File: config.mk
export PLATFORM = sky130hd
export DESIGN_NAME = sts_merge
export DESIGN_NICKNAME = d
export VERILOG_FILES = /design/src/rtl/core/stereo_tape_saturator_assert.svh /design/src/rtl/core/sts_pkg.sv /design/src/rtl/core/sts_merge.sv
export SDC_FILE = /design/constraint.sdc
export NUM_CORES = 1
export LEC_CHECK = 0
export BUFFER_PORTS_ARGS = -buffer_cell sky130_fd_sc_hd__buf_4
export CAP_MARGIN = 30
export CORE_MARGIN = 3
export CORE_UTILIZATION = 40
export CTS_BUF_LIST = sky130_fd_sc_hd__clkbuf_8 sky130_fd_sc_hd__clkbuf_16
export DETAILED_ROUTE_END_ITERATION = 10
export PLACE_DENSITY = 0.77
export RECOVER_POWER = 100
export SYNTH_ARGS = -nofsm -noshare
export SYNTH_HDL_FRONTEND = slang
export SYNTH_SLANG_ARGS = --single-unit
File: constraint.sdc
create_clock -name clk -period 1 [get_ports clk]
set_input_delay 0.1 -clock clk [delete_from_list [all_inputs] [get_ports clk]]
set_output_delay 0.1 -clock clk [all_outputs]
set_load 0.05 [all_outputs]
File: src/rtl/core/stereo_tape_saturator_assert.svh
// Assertion macros for the stereo tape saturator.
// Included by files that check their own logic; needs no package.
`ifndef STEREO_TAPE_SATURATOR_ASSERT_SVH
`define STEREO_TAPE_SATURATOR_ASSERT_SVH

`ifndef SYNTH
// Same-cycle implication, disabled while reset is asserted
`define STS_ASSERT_IMPL(label, clk, rst_n, ante, cons) \
	label: assert property (@(posedge clk) disable iff (!rst_n) (ante) |-> (cons)) \
		else $error("sts assertion failed");
// Next-cycle implication, disabled while reset is asserted
`define STS_ASSERT_NEXT(label, clk, rst_n, ante, cons) \
	label: assert property (@(posedge clk) disable iff (!rst_n) (ante) |=> (cons)) \
		else $error("sts assertion failed");
`else
`define STS_ASSERT_IMPL(label, clk, rst_n, ante, cons)
`define STS_ASSERT_NEXT(label, clk, rst_n, ante, cons)
`endif

`endif

File: src/rtl/core/sts_pkg.sv
// Shared constants, types and helper function for the stereo tape saturator.
// No dependencies; imported by sts_lane, sts_merge and the top level.
package sts_pkg;

	// Sample and knob formats
	localparam int SAMPLE_BITS = 24;
	localparam int KNOB_BITS   = 16;
	localparam int FRAC_BITS   = SAMPLE_BITS - 1;

	localparam longint UNITY  = longint'(1) << FRAC_BITS;
	localparam longint BIAS_Q = (UNITY + 5) / 10;

	// Low-pass coefficient 0.42 in Q0.16
	localparam int TONE_Q16   = 27525;
	localparam int TONE_SHIFT = 16;

	// Drive gain 1+6*drive, Q.KNOB_BITS, below 7*2^KNOB_BITS
	localparam int GAIN_W = KNOB_BITS + 3;

	// Output gain (3*2^K + 12*level + 5) / 10, below 1.5*2^K
	localparam int     OG_W    = KNOB_BITS + 1;
	localparam int     OGN_W   = KNOB_BITS + 4;
	localparam int     OGK_W   = OGN_W - 2;
	localparam longint OG_BASE = 3 * (longint'(1) << KNOB_BITS) + 5;
	localparam longint OG_DIV  = 10;
	localparam longint DIV10_K = (longint'(1) << OGN_W) / OG_DIV;

	// Datapath widths
	localparam int D_W     = SAMPLE_BITS + 4;
	localparam int LP_W    = SAMPLE_BITS + 2;
	localparam int DIFF_W  = SAMPLE_BITS + 3;
	localparam int MUL_A_W = SAMPLE_BITS + 4;
	localparam int MUL_B_W = SAMPLE_BITS + 1;
	localparam int PROD_W  = MUL_A_W + MUL_B_W;

	// Configuration register indexes
	localparam int REG_IDX_W = 2;
	localparam logic [REG_IDX_W-1:0] REG_ENABLE = 2'd0;
	localparam logic [REG_IDX_W-1:0] REG_DRIVE  = 2'd1;
	localparam logic [REG_IDX_W-1:0] REG_LEVEL  = 2'd2;

	// Lane control from the top level
	typedef struct packed {
		logic start;
		logic take;
	} sts_lane_ctl_t;

	// Lane status back to the top level
	typedef struct packed {
		logic busy;
		logic done;
	} sts_lane_stat_t;

	// Load selects for the output stage
	typedef struct packed {
		logic lane_load;
		logic pass_load;
	} sts_merge_ctl_t;

	// Cubic shaper on a non-negative magnitude, evaluated at elaboration
	function automatic longint shape_mag(longint m);
		longint m2;
		longint y;
		m2 = (m * m) >>> FRAC_BITS;
		y  = m + ((m * (UNITY - m2)) >>> (FRAC_BITS + 1));
		return y;
	endfunction

	localparam longint SHAPE_BIAS = shape_mag(BIAS_Q);

endpackage

File: src/rtl/core/sts_merge.sv
// Output stage: joins the two lane results, or the bypassed frame, into one request.
// Uses sts_pkg for widths and the load-select struct.
module sts_merge (
	input  logic                                 clk,
	input  logic                                 arst_n,
	input  sts_pkg::sts_merge_ctl_t              ctl,
	input  logic signed [sts_pkg::SAMPLE_BITS-1:0] lane_left,
	input  logic signed [sts_pkg::SAMPLE_BITS-1:0] lane_right,
	input  logic signed [sts_pkg::SAMPLE_BITS-1:0] pass_left,
	input  logic signed [sts_pkg::SAMPLE_BITS-1:0] pass_right,
	input  logic                                 out_stall,
	output logic                                 out_valid,
	output logic signed [sts_pkg::SAMPLE_BITS-1:0] left_out,
	output logic signed [sts_pkg::SAMPLE_BITS-1:0] right_out
);
	import sts_pkg::*;

	logic                          valid_q;
	logic signed [SAMPLE_BITS-1:0] left_q;
	logic signed [SAMPLE_BITS-1:0] right_q;
	logic                          load;

	assign load = ctl.lane_load | ctl.pass_load;

	// Request valid: set on load, cleared once taken
	always_ff @(posedge clk or negedge arst_n) begin
		if (!arst_n)
			valid_q <= 1'b0;
		else if (load)
			valid_q <= 1'b1;
		else if (!out_stall)
			valid_q <= 1'b0;
	end

	// Payload select: processed lanes or bypass
	always_ff @(posedge clk) begin
		if (ctl.lane_load) begin
			left_q  <= lane_left;
			right_q <= lane_right;
		end else if (ctl.pass_load) begin
			left_q  <= pass_left;
			right_q <= pass_right;
		end
	end

	assign out_valid = valid_q;
	assign left_out  = left_q;
	assign right_out = right_q;

endmodule

[Word-level counts from Yosys, hierarchy flattened]
Cells that the tools add are included.
Word-level totals
  register bits after elaboration: 49
  input port bits: 101
  output and inout bits: 49
  logic and storage cells: 12
Cells by class
  equality and inequality tests: 1
  muxes and demuxes: 6
  bitwise gates (word level): 1
  reduce and logical (&&, ||, !) cells: 1
Operators with widths (number)
  $mux W24: 4
  $mux W1: 2
  $ne A2 B1 Y1 const B: 1
  $reduce_bool A2 Y1: 1
  $or A1 B1 Y1: 1

[Longest topological paths before layout]
  depth in word-level cells: 2
  gate-level depth with buffers: 3
  depth with buffers taken out: 1

[Least setup slack after synthesis]
OpenSTA, ideal clock, no wires.
  path kind: in2reg
  start: input ctl[1] (netlist bit)
  end: register left_q[0], in the netlist left_out[0], enable pin
  setup time: 0.384 ns
  data arrival time: 1.031 ns
  required time: 0.616 ns
  slack: -0.416 ns
  stages: 3
  buffers on the path: 2
  path through: buf_6 > buf_12 > or2_2
Between the ends
  cells in the longest elaborated chain, start to end: 1
Ends and longest elaborated chain
  start: declaration: RTL line sts_merge.sv:6  | input sts_pkg::sts_merge_ctl_t ctl,
  $reduce_bool A2 Y1 (no source line)
  end signal: assignment: RTL line sts_merge.sv:38  | left_q <= lane_left;
  end signal: assignment: RTL line sts_merge.sv:41  | left_q <= pass_left;
  end: declaration: RTL line sts_merge.sv:19  | logic signed [SAMPLE_BITS-1:0] left_q;
No other way between the ends.
A chain may end at the register's enable or synchronous reset.

[Worst setup path in the final report]
  start: register right_q[1], in the netlist right_out[1]
  end: output right_out[1] (netlist bit)
RTL lines
  start: declaration: RTL line sts_merge.sv:20  | logic signed [SAMPLE_BITS-1:0] right_q;
  start signal: assignment: RTL line sts_merge.sv:39  | right_q <= lane_right;
  start signal: assignment: RTL line sts_merge.sv:42  | right_q <= pass_right;
  end: declaration: RTL line sts_merge.sv:14  | output logic signed [sts_pkg::SAMPLE_BITS-1:0] right_out
No word-level cell between the ends.

==> results.md <==
- The clock root buffer is clkbuf_8.
- The routed wire length is 5540 µm.
- The yosys synthesis warning count is 0.
- The congestion estimate from routability-driven global placement came to 0.679.
- CTS saw 49 sinks.
- The initial utilization of the core area, before any placement, comes to 41.8%.
- The power per standard cell area is 1540 nW/µm².
- The floorplan has 27 rows.
- The total instance count after detailed placement is 332.
- In the synthesized netlist, the number of instances is 105.
- Setup violations remaining at the end of the flow were counted as 0.
- The count of state elements after synthesis is 49.
- The non-filler instance count after layout is 343.
- The utilization after layout is 66.4%.
- The maximum single-stage delay on the critical path is 0.42 ns.
- The worst setup path is launched from a flip-flop.
- Counting distinct cell types in the post-synthesis netlist gives 7.
- The count of unresolved DRC violations after routing is 0.
- Dividing the detail-routed wire length by the instance count gives 16.2 µm.
- The endpoint required time on the critical path is 0.90 ns.
- The flow ran to the end, and the final reports show no timing, DRC or antenna violations.
- The area growth from synthesis to layout is 59.1%.
- The max-slew violation total from the final report came to 0.
- The synthesized netlist devotes 0% of its cell area to adder and majority cells.
- The final worst-path cycle share is 99.7%.
- Dividing the synthesized area by the synthesized cell count gives 22.0 µm².
- STA classifies the critical path endpoint as an output pin.
- Timing would allow up to 1000 MHz.
- The critical path's top delay family is flip-flops.
- Between clock sinks in the finished design, the worst skew comes to 0 ns.
- The core region is 5540 µm².
- In this run the count of I/O pins placed on the die edge is 150.
- The data arrival time of the worst path is 0.90 ns.
- The routed via count is 1535.
- The first global-routing pass estimated 7420 µm of wire.
- The post-synthesis instance area is 2310 µm².
- The static leakage is 1.70 nW.
- The die extent in y is 82.1 µm.
- The most common cell after layout, fill and taps aside is buf_4.
- The initial antenna violation count is 0.
- The largest family of logic cells by synthesized area is multiplexers.
- The via count of the first global-routing pass is 1548.
- The ratio of routed vias to standard cells is 4.48.
- The die covers 6730 µm².
- The share of post-route cells with drive strength above 1 is 74.2%.
- Across every metal layer, demand over resource in global routing totals 15.3%.
- The area used by multi-input combinational logic is 691 µm².
- The signal on the critical path passes through buf_6.
- The area share of xor/xnor cells in the synthesized design is 0%.
- The count of buffers added on input and output ports is 149.
- The shortest clock period the worst path allows after layout is 0.997 ns.
- The clock transition time at the flip-flop clock pins of the worst setup and hold paths is 0.10 ns.
- The TritonCTS clock tree is built.
- The type of the worst setup path is flip-flop to output pin.
- The largest voltage drop on the vdd net is 0.816 mV.
- Summed over all nets, the half-perimeter wirelength after detailed placement is 4410 µm.
- In the final design database the tool counted 371 nets.
- Setup repair after global routing could not meet its margin everywhere.
- The first routing iteration left 37 violations.
- For this design, the slowest cell found on the critical path is edfxtp_1.
- At the later pin of the worst-skew pair, clock insertion delay measures 0.30 ns.
- The worst min-delay path category is input pin to flip-flop.
- CTS built an H-tree with a depth of 2.
- The headroom to the max-slew limit is 79.6%.
- The first detailed-routing pass took 5 iterations.
- Across the whole layout, storage elements account for 1470 µm².
- The tool flagged a number of max-cap violations equal to 0.
- Measured along the x axis, the die boundary spans 82.1 µm.
- The number of antenna diodes is 0.
- The clock buffer count from CTS is 5.
- The share of synthesized area occupied by flip-flops and latches is 63.4%.
- The number of hold violations in the final report is 0.
- Leaving out fill and tap cells, the most frequent cells in the layout are 116 x buf_4, 48 x edfxtp_1, 36 x mux2_4.
- The synthesized netlist devotes 0.379% of its cell area to compound gates.
- For the pin with the worst max-slew slack, the measured transition is 0.306 ns.
- Entering global routing, the biggest net connects 18 pins.
- The number of filler cells placed in the layout is 428.
- The worst path buffer plus inverter count is 1.
- In this run the worst path has a maximum fanout of 1.
- After global routing the overflow that remains totals 0.
- The share of synthesized area spent on multiplexers is 31.2%.
- The number of nets in the synthesized netlist is 206.
- The worst-case clock buffer depth is 2.
- The post-synthesis share of cell area spent on and, or, nand and nor gates is 0.270%.
- Once detail routing completed, the nets flagged for antenna violations numbered 0.
repair_timing:
action                     4_1_cts  5_1_grt
gates cloned                     0        0
hold endpoints to repair         2        0
setup endpoints to repair        6       33
buffers inserted                 0        1
hold buffers                     2        0
gates resized for setup          6       27
synthesized netlist by cell type:
cell type | count | area share (%)
edfxtp_1 | 48 | 62
mux2_4 | 48 | 31
buf_12 | 5 | 4.3
a211o_1 | 1 | 0.38
buf_6 | 1 | 0.49
dfrtp_1 | 1 | 1.1
or2_2 | 1 | 0.27
logic make-up (layout without fill, tap and decap cells):
logic type / count (synthesis) / count (layout)
compound gates: 1 / 1
buf+inv: 6 / 172
mux: 48 / 48
simple gates: 1 / 1
flops: 49 / 49
worst paths after layout:
kind | slack (ns) | to | cells after the start | start
setup / recovery | 0.003 | right_out[1] | 1 | right_out[1]$_DFFE_PP_
hold / removal | 0.03 | out_valid$_DFFE_PN0P_ | 2 | out_stall
setup reg to reg | 0.05 | out_valid$_DFFE_PN0P_ | 2 | out_valid$_DFFE_PN0P_
hold reg to reg | 0.66 | out_valid$_DFFE_PN0P_ | 2 | out_valid$_DFFE_PN0P_
max in group asynchronous | 0.77 | out_valid$_DFFE_PN0P_ | 2 | arst_n
min in group asynchronous | 0.13 | out_valid$_DFFE_PN0P_ | 2 | arst_n
through the flow:
step / hold WS (ns) / setup TNS (ns) / cell area (µm²) / setup slack [ns] / power (mW)
global route: 0.0226 / -0.322 / 3680 / -0.0555 / 5.87
CTS: 0.000235 / -0.0106 / 3710 / -0.0106 / 5.69
detailed placement: -0.123 / -2.82 / 3580 / -0.0890 / 4.51
floorplan: -0.196 / -7.08 / 2330 / -0.147 / 3.79
finish: 0.0349 / 0 / 3680 / 0.00284 / 5.65
global placement: -0.124 / -2.16 / 3580 / -0.0643 / 4.48
metal layers:
layer  track usage, %  wire length (µm)  vias up
li1                 -                 -      736
met5                0                 0        -
met1             15.1              1750      701
met3             7.46               660        8
met4             5.15                83        0
met2             27.8              3040       90
cell type report:
cell class | instances | share of cell area [%]
multi-input combinational | 50 | 18.8
sequential | 49 | 39.9
clock buffer | 5 | 1.87
clock inverter | 3 | 0.578
timing repair buffer | 164 | 36.5
tap | 72 | 2.45
power breakdown:
| group | switching [mW] | internal, mW | total, mW |
|---|---|---|---|
| logic | 1.07 | 0.825 | 1.89 |
| clock network | 0.662 | 0.497 | 1.16 |
| registers | 0.0867 | 2.51 | 2.60 |
| total | 1.81 | 3.84 | 5.65 |
flip-flops by register name, indices dropped and copies added, names as in the netlist:
| signal | flops |
|---|---|
| left_out | 24 |
| right_out | 24 |
| out_valid | 1 |
(Power assumes the default switching activity.)
