===== config.mk =====
export PLATFORM = sky130hd
export DESIGN_NAME = sts_lane
export DESIGN_NICKNAME = d
export VERILOG_FILES = /design/src/rtl/core/stereo_tape_saturator_assert.svh /design/src/rtl/core/sts_pkg.sv /design/src/rtl/core/sts_lane.sv
export SDC_FILE = /design/constraint.sdc
export NUM_CORES = 2
export LEC_CHECK = 0
export ABC_AREA = 0
export BUFFER_PORTS_ARGS = -buffer_cell sky130_fd_sc_hd__buf_2
export CAP_MARGIN = 10
export CORE_MARGIN = 1.5
export CORE_UTILIZATION = 40
export DETAILED_ROUTE_END_ITERATION = 7
export PLACE_DENSITY = 0.6
export SYNTH_ARGS = -nofsm -noshare
export SYNTH_HDL_FRONTEND = slang
export SYNTH_SLANG_ARGS = --single-unit

===== constraint.sdc =====
create_clock -name clk -period 8.5 [get_ports clk]
set_input_delay 1.275 -clock clk [delete_from_list [all_inputs] [get_ports clk]]
set_output_delay 1.275 -clock clk [all_outputs]
set_load 0.02 [all_outputs]

===== src/rtl/core/stereo_tape_saturator_assert.svh =====
// Assertion macros for the stereo tape saturator.
// Included by files that check their own logic; needs no package.
`ifndef STEREO_TAPE_SATURATOR_ASSERT_SVH
`define STEREO_TAPE_SATURATOR_ASSERT_SVH

`ifndef SYNTH
// Same-cycle implication, disabled while reset is asserted
`define STS_ASSERT_IMPL(label, clk, rst_n, ante, cons) \
	label: assert property (@(posedge clk) disable iff (!rst_n) (ante) |-> (cons)) \
		else $error("sts assertion failed");
// Next-cycle implication, disabled while reset is asserted
`define STS_ASSERT_NEXT(label, clk, rst_n, ante, cons) \
	label: assert property (@(posedge clk) disable iff (!rst_n) (ante) |=> (cons)) \
		else $error("sts assertion failed");
`else
`define STS_ASSERT_IMPL(label, clk, rst_n, ante, cons)
`define STS_ASSERT_NEXT(label, clk, rst_n, ante, cons)
`endif

`endif


===== src/rtl/core/sts_pkg.sv =====
// Shared constants, types and helper function for the stereo tape saturator.
// No dependencies; imported by sts_lane, sts_merge and the top level.
package sts_pkg;

	// Sample and knob formats
	localparam int SAMPLE_BITS = 24;
	localparam int KNOB_BITS   = 16;
	localparam int FRAC_BITS   = SAMPLE_BITS - 1;

	localparam longint UNITY  = longint'(1) << FRAC_BITS;
	localparam longint BIAS_Q = (UNITY + 5) / 10;

	// Low-pass coefficient 0.42 in Q0.16
	localparam int TONE_Q16   = 27525;
	localparam int TONE_SHIFT = 16;

	// Drive gain 1+6*drive, Q.KNOB_BITS, below 7*2^KNOB_BITS
	localparam int GAIN_W = KNOB_BITS + 3;

	// Output gain (3*2^K + 12*level + 5) / 10, below 1.5*2^K
	localparam int     OG_W    = KNOB_BITS + 1;
	localparam int     OGN_W   = KNOB_BITS + 4;
	localparam int     OGK_W   = OGN_W - 2;
	localparam longint OG_BASE = 3 * (longint'(1) << KNOB_BITS) + 5;
	localparam longint OG_DIV  = 10;
	localparam longint DIV10_K = (longint'(1) << OGN_W) / OG_DIV;

	// Datapath widths
	localparam int D_W     = SAMPLE_BITS + 4;
	localparam int LP_W    = SAMPLE_BITS + 2;
	localparam int DIFF_W  = SAMPLE_BITS + 3;
	localparam int MUL_A_W = SAMPLE_BITS + 4;
	localparam int MUL_B_W = SAMPLE_BITS + 1;
	localparam int PROD_W  = MUL_A_W + MUL_B_W;

	// Configuration register indexes
	localparam int REG_IDX_W = 2;
	localparam logic [REG_IDX_W-1:0] REG_ENABLE = 2'd0;
	localparam logic [REG_IDX_W-1:0] REG_DRIVE  = 2'd1;
	localparam logic [REG_IDX_W-1:0] REG_LEVEL  = 2'd2;

	// Lane control from the top level
	typedef struct packed {
		logic start;
		logic take;
	} sts_lane_ctl_t;

	// Lane status back to the top level
	typedef struct packed {
		logic busy;
		logic done;
	} sts_lane_stat_t;

	// Load selects for the output stage
	typedef struct packed {
		logic lane_load;
		logic pass_load;
	} sts_merge_ctl_t;

	// Cubic shaper on a non-negative magnitude, evaluated at elaboration
	function automatic longint shape_mag(longint m);
		longint m2;
		longint y;
		m2 = (m * m) >>> FRAC_BITS;
		y  = m + ((m * (UNITY - m2)) >>> (FRAC_BITS + 1));
		return y;
	endfunction

	localparam longint SHAPE_BIAS = shape_mag(BIAS_Q);

endpackage


===== src/rtl/core/sts_lane.sv =====
// One channel of the saturator: drive, cubic shaper, one-pole low-pass, level.
// Uses sts_pkg. A single multiplier is shared over the steps of a small sequencer.
module sts_lane (
	input  logic                                 clk,
	input  logic                                 arst_n,
	input  sts_pkg::sts_lane_ctl_t               ctl,
	input  logic signed [sts_pkg::SAMPLE_BITS-1:0] x,
	input  logic        [sts_pkg::GAIN_W-1:0]    gain,
	input  logic        [sts_pkg::OG_W-1:0]      og,
	output sts_pkg::sts_lane_stat_t              stat,
	output logic signed [sts_pkg::SAMPLE_BITS-1:0] y
);
	import sts_pkg::*;

	localparam logic [3:0] ST_IDLE  = 4'd0;
	localparam logic [3:0] ST_CLIP  = 4'd1;
	localparam logic [3:0] ST_SQ    = 4'd2;
	localparam logic [3:0] ST_SUB   = 4'd3;
	localparam logic [3:0] ST_CUBE  = 4'd4;
	localparam logic [3:0] ST_SHAPE = 4'd5;
	localparam logic [3:0] ST_DIFF  = 4'd6;
	localparam logic [3:0] ST_TONE  = 4'd7;
	localparam logic [3:0] ST_ACC   = 4'd8;
	localparam logic [3:0] ST_LEVEL = 4'd9;
	localparam logic [3:0] ST_SAT   = 4'd10;
	localparam logic [3:0] ST_DONE  = 4'd11;

	localparam logic signed [PROD_W-1:0] SAT_MAX = PROD_W'(UNITY - 1);
	localparam logic signed [PROD_W-1:0] SAT_MIN = PROD_W'(-UNITY);

	logic [3:0]                      state_q;
	logic signed [PROD_W-1:0]        p_q;
	logic [SAMPLE_BITS-1:0]          m_q;
	logic                            neg_q;
	logic [SAMPLE_BITS-1:0]          t_q;
	logic signed [LP_W-1:0]          s_q;
	logic signed [DIFF_W-1:0]        diff_q;
	logic signed [LP_W-1:0]          lp_q;
	logic signed [SAMPLE_BITS-1:0]   y_q;

	logic signed [MUL_A_W-1:0]       mul_a;
	logic signed [MUL_B_W-1:0]       mul_b;
	logic                            mul_en;
	logic signed [D_W-1:0]           drv;
	logic [D_W-1:0]                  mag;
	logic [SAMPLE_BITS-1:0]          m2;
	logic [SAMPLE_BITS:0]            shp_y;
	logic signed [LP_W-1:0]          shp_v;
	logic signed [LP_W-1:0]          shp_s;
	logic signed [PROD_W-1:0]        tone_sum;
	logic signed [PROD_W-1:0]        lvl_sum;
	logic signed [PROD_W-1:0]        lvl_r;

	// Multiplier operand select per step
	always_comb begin
		mul_a  = '0;
		mul_b  = '0;
		mul_en = 1'b0;
		unique case (state_q)
			ST_IDLE: begin
				mul_a  = MUL_A_W'(x);
				mul_b  = $signed(MUL_B_W'(gain));
				mul_en = ctl.start;
			end
			ST_SQ: begin
				mul_a  = $signed(MUL_A_W'(m_q));
				mul_b  = $signed(MUL_B_W'(m_q));
				mul_en = 1'b1;
			end
			ST_CUBE: begin
				mul_a  = $signed(MUL_A_W'(m_q));
				mul_b  = $signed(MUL_B_W'(t_q));
				mul_en = 1'b1;
			end
			ST_TONE: begin
				mul_a  = MUL_A_W'(diff_q);
				mul_b  = MUL_B_W'(TONE_Q16);
				mul_en = 1'b1;
			end
			ST_LEVEL: begin
				mul_a  = MUL_A_W'(lp_q);
				mul_b  = $signed(MUL_B_W'(og));
				mul_en = 1'b1;
			end
			default: begin
				mul_en = 1'b0;
			end
		endcase
	end

	// Driven value plus bias, then magnitude clamped to unity
	assign drv = D_W'(p_q >>> KNOB_BITS) + D_W'(BIAS_Q);
	assign mag = drv[D_W-1] ? D_W'(-drv) : D_W'(drv);

	// Square of the magnitude back in sample format
	assign m2 = p_q[2*FRAC_BITS:FRAC_BITS];

	// m + m*(1-m^2)/2, sign restored, shaped bias removed
	assign shp_y = (SAMPLE_BITS+1)'(m_q) + (SAMPLE_BITS+1)'(p_q[2*FRAC_BITS:FRAC_BITS+1]);
	assign shp_v = $signed(LP_W'(shp_y));
	assign shp_s = neg_q ? -shp_v : shp_v;

	// Rounded low-pass increment and rounded level product
	assign tone_sum = p_q + PROD_W'(longint'(1) << (TONE_SHIFT - 1));
	assign lvl_sum  = p_q + PROD_W'(longint'(1) << (KNOB_BITS - 1));
	assign lvl_r    = lvl_sum >>> KNOB_BITS;

	// Sequencer and filter state
	always_ff @(posedge clk or negedge arst_n) begin
		if (!arst_n) begin
			state_q <= ST_IDLE;
			lp_q    <= '0;
		end else begin
			unique case (state_q)
				ST_IDLE: begin
					if (ctl.start)
						state_q <= ST_CLIP;
				end
				ST_CLIP:  state_q <= ST_SQ;
				ST_SQ:    state_q <= ST_SUB;
				ST_SUB:   state_q <= ST_CUBE;
				ST_CUBE:  state_q <= ST_SHAPE;
				ST_SHAPE: state_q <= ST_DIFF;
				ST_DIFF:  state_q <= ST_TONE;
				ST_TONE:  state_q <= ST_ACC;
				ST_ACC: begin
					lp_q    <= lp_q + LP_W'(tone_sum >>> TONE_SHIFT);
					state_q <= ST_LEVEL;
				end
				ST_LEVEL: state_q <= ST_SAT;
				ST_SAT:   state_q <= ST_DONE;
				ST_DONE: begin
					if (ctl.take)
						state_q <= ST_IDLE;
				end
				default:  state_q <= ST_IDLE;
			endcase
		end
	end

	// Datapath registers
	always_ff @(posedge clk) begin
		if (mul_en)
			p_q <= mul_a * mul_b;
		if (state_q == ST_CLIP) begin
			neg_q <= drv[D_W-1];
			m_q   <= (mag > D_W'(UNITY)) ? SAMPLE_BITS'(UNITY) : mag[SAMPLE_BITS-1:0];
		end
		if (state_q == ST_SUB)
			t_q <= SAMPLE_BITS'(UNITY) - m2;
		if (state_q == ST_SHAPE)
			s_q <= shp_s - LP_W'(SHAPE_BIAS);
		if (state_q == ST_DIFF)
			diff_q <= DIFF_W'(s_q) - DIFF_W'(lp_q);
		if (state_q == ST_SAT) begin
			if (lvl_r > SAT_MAX)
				y_q <= SAMPLE_BITS'(SAT_MAX);
			else if (lvl_r < SAT_MIN)
				y_q <= SAMPLE_BITS'(SAT_MIN);
			else
				y_q <= lvl_r[SAMPLE_BITS-1:0];
		end
	end

	assign stat.busy = (state_q != ST_IDLE) && (state_q != ST_DONE);
	assign stat.done = (state_q == ST_DONE);
	assign y         = y_q;

endmodule


== Word-level counts from Yosys, hierarchy flattened ==
Cells that the tools add are included.

* Register bits: 209
* Logic and storage cells: 51

* Add/subtract/negate cells: 9
* $mul: 1
* Magnitude comparators: 3
* Eq/ne operators: 14
* Multiplexer cells: 9
* Reduce and logical (&&, ||, !) cells: 6

{| class="wikitable"
|+ Operators by type and width
! cell !! count
|-
| 24-bit case mux with 5 select lines || 1
|-
| 28-bit case mux with 4 select lines || 1
|-
| 53-bit by 17-bit adder with 53-bit output, second input constant || 1
|-
| 28-bit by 25-bit multiplier with 53-bit output || 1
|-
| 4-bit case mux with 12 select lines || 1
|-
| 37-bit by 24-bit greater-than comparator with 1-bit output, second input constant || 1
|-
| 37-bit by 24-bit less-than comparator with 1-bit output, second input constant || 1
|-
| 28-bit by 21-bit adder with 28-bit output, second input constant || 1
|-
| 28-bit by 24-bit greater-than comparator with 1-bit output, second input constant || 1
|-
| 28-bit two-way mux || 1
|-
| 28-bit negator || 1
|-
| 26-bit by 26-bit subtractor with 27-bit output || 1
|-
| 26-bit adder || 1
|-
| 26-bit two-way mux || 1
|-
| 25-bit negator with 26-bit output || 1
|-
| 26-bit by 22-bit subtractor with 26-bit output, second input constant || 1
|-
| 24-bit by 23-bit adder with 25-bit output || 1
|-
| 24-bit two-way mux || 1
|-
| 24-bit subtractor, first input constant || 1
|-
| 4-bit by 3-bit == test with 1-bit output, second input constant || 4
|-
| 4-bit == test, second input constant || 4
|-
| 4-bit by 2-bit == test with 1-bit output, second input constant || 2
|-
| 4-bit two-way mux || 2
|-
| 4-bit by 1-bit == test with 1-bit output, second input constant || 1
|-
| other kinds (9) || 10
|}

== Depth between registers and ports, before layout ==
* Depth in word-level cells: 4
* Mapped depth: 36
* Mapped depth without buffers: 32

== Worst setup path after synthesis ==
Ideal clock, no wire load.

* Path type: register to register
* Start point: register state_q[2]
* End point: register p_q[52] (data pin)
* Arrival: 8.989 ns
* Data required time: 8.234 ns
* Path slack: -0.755 ns
* Cell stages (with the launch flop): 33
* Cells stage by stage: dfrtp_1 -> buf_2 -> buf_1 -> nor4_1 -> clkbuf_1 -> clkbuf_1 -> a22oi_1 -> nand3_1 -> clkbuf_1 -> nand2_1 -> fa_1 -> inv_1 -> fa_1 -> inv_1 -> fa_1 -> inv_1 -> fa_1 -> fa_1 -> fa_1 -> inv_1 -> fa_1 -> inv_1 -> ha_1 -> a21o_1 -> a21o_1 -> a21oi_1 -> a21boi_0 -> o311ai_0 -> a311o_1 -> a31oi_1 -> o21ai_1 -> nor4_1 -> nor3_1

* Cells in the longest elaborated chain, start to end: 4
* Elaborated cells between the ends (all ways): 9
* Those cells by class: mul (1); eq/ne (4); mux (2); reduce/logical (2)

{| class="wikitable"
|+ RTL lines
! item !! line !! RTL
|-
| start: declaration || sts_lane.sv:31 || <nowiki>logic [3:0] state_q;</nowiki>
|-
| start signal: assignment || sts_lane.sv:111 || <nowiki>state_q <= ST_IDLE;</nowiki>
|-
| start signal: assignment || sts_lane.sv:117 || <nowiki>state_q <= ST_CLIP;</nowiki>
|-
| start signal: assignment || sts_lane.sv:119 || <nowiki>ST_CLIP: state_q <= ST_SQ;</nowiki>
|-
| 4-bit by 3-bit == test with 1-bit output / 4-bit by 2-bit == test with 1-bit output (equally long branches) || sts_lane.sv:59 || <nowiki>unique case (state_q)</nowiki>
|-
| 2-bit OR reduction (no line) || n/a ||
|-
| 28-bit case mux with 4 select lines || sts_lane.sv:59 ||
|-
| 28-bit by 25-bit multiplier with 53-bit output (*) || sts_lane.sv:144 || <nowiki>p_q <= mul_a * mul_b;</nowiki>
|-
| end signal: assignment || sts_lane.sv:144 ||
|-
| end: declaration || sts_lane.sv:32 || <nowiki>logic signed [PROD_W-1:0] p_q;</nowiki>
|}

Mark *: on every way between the ends. The rest lies on a longest branch, timed or not.
A chain may end at the register's enable or synchronous reset.

== Worst setup path after layout ==
* Start point: register state_q[0]
* End point: register p_q[46] (data pin)

Same word-level chain as after synthesis.

==> results.py <==
metrics = {
    "logic_synthesis": {
        "synth_cells": 4346,
        "synth_top_cell_area_share": 0.3572,
        "ys_seq_elements": 194,
        "ys_top_cells_by_area": "fa_1 (36%), edfxtp_1 (13%), inv_1 (8.8%)",
        "ys_seq_area_frac": 0.1478,
        "async_reset_ff_frac": 0.1546,
        "synth_top_cell_by_area": "fa_1",
        "synth_edf_count": 164,
        "yosysUniqueCellTypes": 112,
        "ys_warn_count": 0,
        "ys.flop_type": "edfxtp_1",
        "synth_area_um2": 38400,
        "postSynthAreaPerCell_um2": 8.835,
    },
    "global_route": {
        "grt_max_degree": 50,
        "grt_use_total": 0.2601,
        "overflow": 0,
        "first_global_vias": 31772,
        "antenna_found_initial": 2,
        "grt_pass1_wl_mm": 192.3,
    },
    "clock_network": {
        "ctsHoldBuffers": 0,
        "cts_tree": "built",
        "clock-sinks": 194,
        "cts-root-buf": "clkbuf_16",
        "cts_made_buffers": 17,
        "clock_latency_ns": 0.47,
        "clk_pin_slew_ns": 0.08,
        "cts_buffer_depth": 2,
        "cts_max_level": 4,
    },
    "setup_path": {
        "cp_data_required_time_ns": 8.73,
        "critPathBufInv": 10,
        "timing.rr.start": "state_q[0]",
        "slowest_delay_ns": 0.63,
        "cp_max_fo": 6,
        "ff2ff_path_depth": 32,
        "critical_path_class": "flop to flop",
        "reg2reg_slack_ns": 0.13,
        "crit_slowest_cell": "fa_2",
        "crit_path_end_kind": "flop",
        "start_kind": "flop",
        "reg2reg_to": "p_q[46]",
        "critPathTopFamily": "adder cells",
        "cp.arrival_ns": 8.60,
        "timing.critical_path.mode_cell": "fa_1",
    },
    "cells_and_area": {
        "syn_to_final_growth_pct": 18.00,
        "drive_gt1_frac": 0.1614,
        "final_common_cell": "inv_1",
        "final_nets": 5714,
        "multi_input_comb_area_um2": 29300,
        "fin_area_um2": 45310,
        "stdcell_count": 6017,
        "final_core_util": 0.4769,
        "final_cell_mix": "inv_1 (892), fa_1 (673), nand2_1 (591), nor2_1 (387), buf_4 (335)",
        "fill_cells": 9156,
        "regArea_um2": 5679,
    },
    "placement": {
        "place_inst": 5930,
        "hpwl_mm": 106.9,
        "portBuffers": 89,
        "placed_cell_area_um2": 43510,
        "routabilityCongestion": 1.004,
    },
    "sta": {
        "slew_headroom": 0.3092,
        "setup_viol_count_final": 0,
        "setup-tns-final_ns": 0,
        "drv_slew": 0,
        "post-route-period-util": 0.9849,
        "rsz0062_at_grt": "yes",
        "final-hold-violation-count": 0,
        "worst_slew_pin_slew_ns": 1.020,
        "max_freq_ghz": 0.1194,
        "skew_ns": 0.01080,
        "min_period_ns": 8.372,
    },
    "die": {
        "core_region_area_um2": 95010,
        "fp-row-count": 113,
        "initial_utilization": 0.4041,
        "io-pin-count": 90,
        "die_h_um": 312.8,
        "die_w_um": 312.8,
        "die-area_um2": 97860,
    },
    "routing": {
        "remaining_drc_errors": 0,
        "num_vias": 32024,
        "ant_nets": 0,
        "wl_mm": 128.2,
        "first_iter_violations": 2972,
        "viasPerCell": 5.322,
        "dr.pass1.iters": 6,
        "wl_per_cell_um": 21.30,
    },
    "worst_hold_path": {
        "holdPathStages": 2,
        "worstHoldStart": "lp_q[22]",
        "worstHoldPathType": "flop to flop",
        "hold_path_end": "lp_q[22]",
    },
    "job": {
        "maxCapViolations": 0,
    },
    "outcome": {
        "status": "finished, final reports clean",
    },
}
## worst max path at each step
stage,startpoint,endpoint,slack (ns),cells after the start
3_3_place_gp,x[23],p_q[52],-0.60,28
5_1_grt,state_q[0],p_q[46],-0.11,34
2_1_floorplan,x[23],p_q[52],0.001,28
4_1_cts,state_q[0],p_q[52],0.03,31
3_5_place_dp,x[23],p_q[52],-0.61,28
6_report,state_q[0],p_q[46],0.13,32
## synthesized netlist by cell type (all sizes together), types with 12 or more instances
library cell    n
a21o           49
nand2         619
nor3           52
a21oi         129
and4           27
nand2b         38
and2           31
and3           19
a31oi          19
nor4           14
o21ai          91
buf            24
nand4          40
inv           902
o22ai          12
nand3          55
a21boi         14
nor2b          22
xor2           68
fa            685
o21bai         13
ha            227
edfxtp        164
o21a           24
nor2          414
xnor2         164
a211oi         15
dfrtp          30
a22oi          32
o31ai          17
clkbuf        150
or2            18
## registers in the layout (all words and copies together) (netlist names)
| register | cells |
|---|---|
| m_q | 24 |
| s_q | 26 |
| p_q | 38 |
| lp_q | 26 |
| state_q | 4 |
| neg_q | 1 |
| y | 24 |
| t_q | 24 |
| diff_q | 27 |
## repair_timing
| item | in CTS | in global routing |
|---|---|---|
| endpoints found under the setup margin | 13 | 20 |
| cloned | 0 | 8 |
| setup buffers | 3 | 45 |
| pin swaps | 3 | 105 |
| hold endpoints to repair | 0 | 0 |
| gates resized for setup | 8 | 183 |
## tightest hold or removal path, stage by stage (launching register included)
cell and delay (ns):
dfrtp_1 0.42, nand2_1 0.06, o21ai_0 0.06
## kinds of logic after synthesis
kind of cell / Yosys count / synth area share
compound gates: 519 / 0.09284
xor+xnor: 233 / 0.05409
fa+ha+maj: 912 / 0.4311
buf+inv: 1077 / 0.1065
flops: 194 / 0.1478
mux: 11 / 0.002965
other cells: 2 / 0.0001956
simple gates: 1398 / 0.1644
## stage by stage
step / setup slack, ns / hold slack, ns
floorplan: 0.001352 / 0.4985
detailed placement: -0.6056 / 0.5590
global route: -0.1107 / 0.6333
CTS: 0.03374 / 0.5793
global placement: -0.5970 / 0.5438
finish: 0.1282 / 0.5801
## final cells by class
type                       instances  area share
antenna                            1  0.00005523
clock buffer                      17    0.009389
clock inverter                    15    0.003562
inverter                         903     0.07489
multi-input combinational       3094      0.6468
sequential                       194      0.1253
tap                             1265     0.03493
timing repair buffer             528      0.1051
## routing by layer
layer  global-route usage  routed length [um]
met2               0.4170               59160
met4              0.07148                3935
met5                    0                  37
met1               0.3629               54110
met3              0.04526               10940
Power is left out: the tool's default activity adds up to more than one toggle a clock period on the data nets, which glitch-free logic cannot reach.
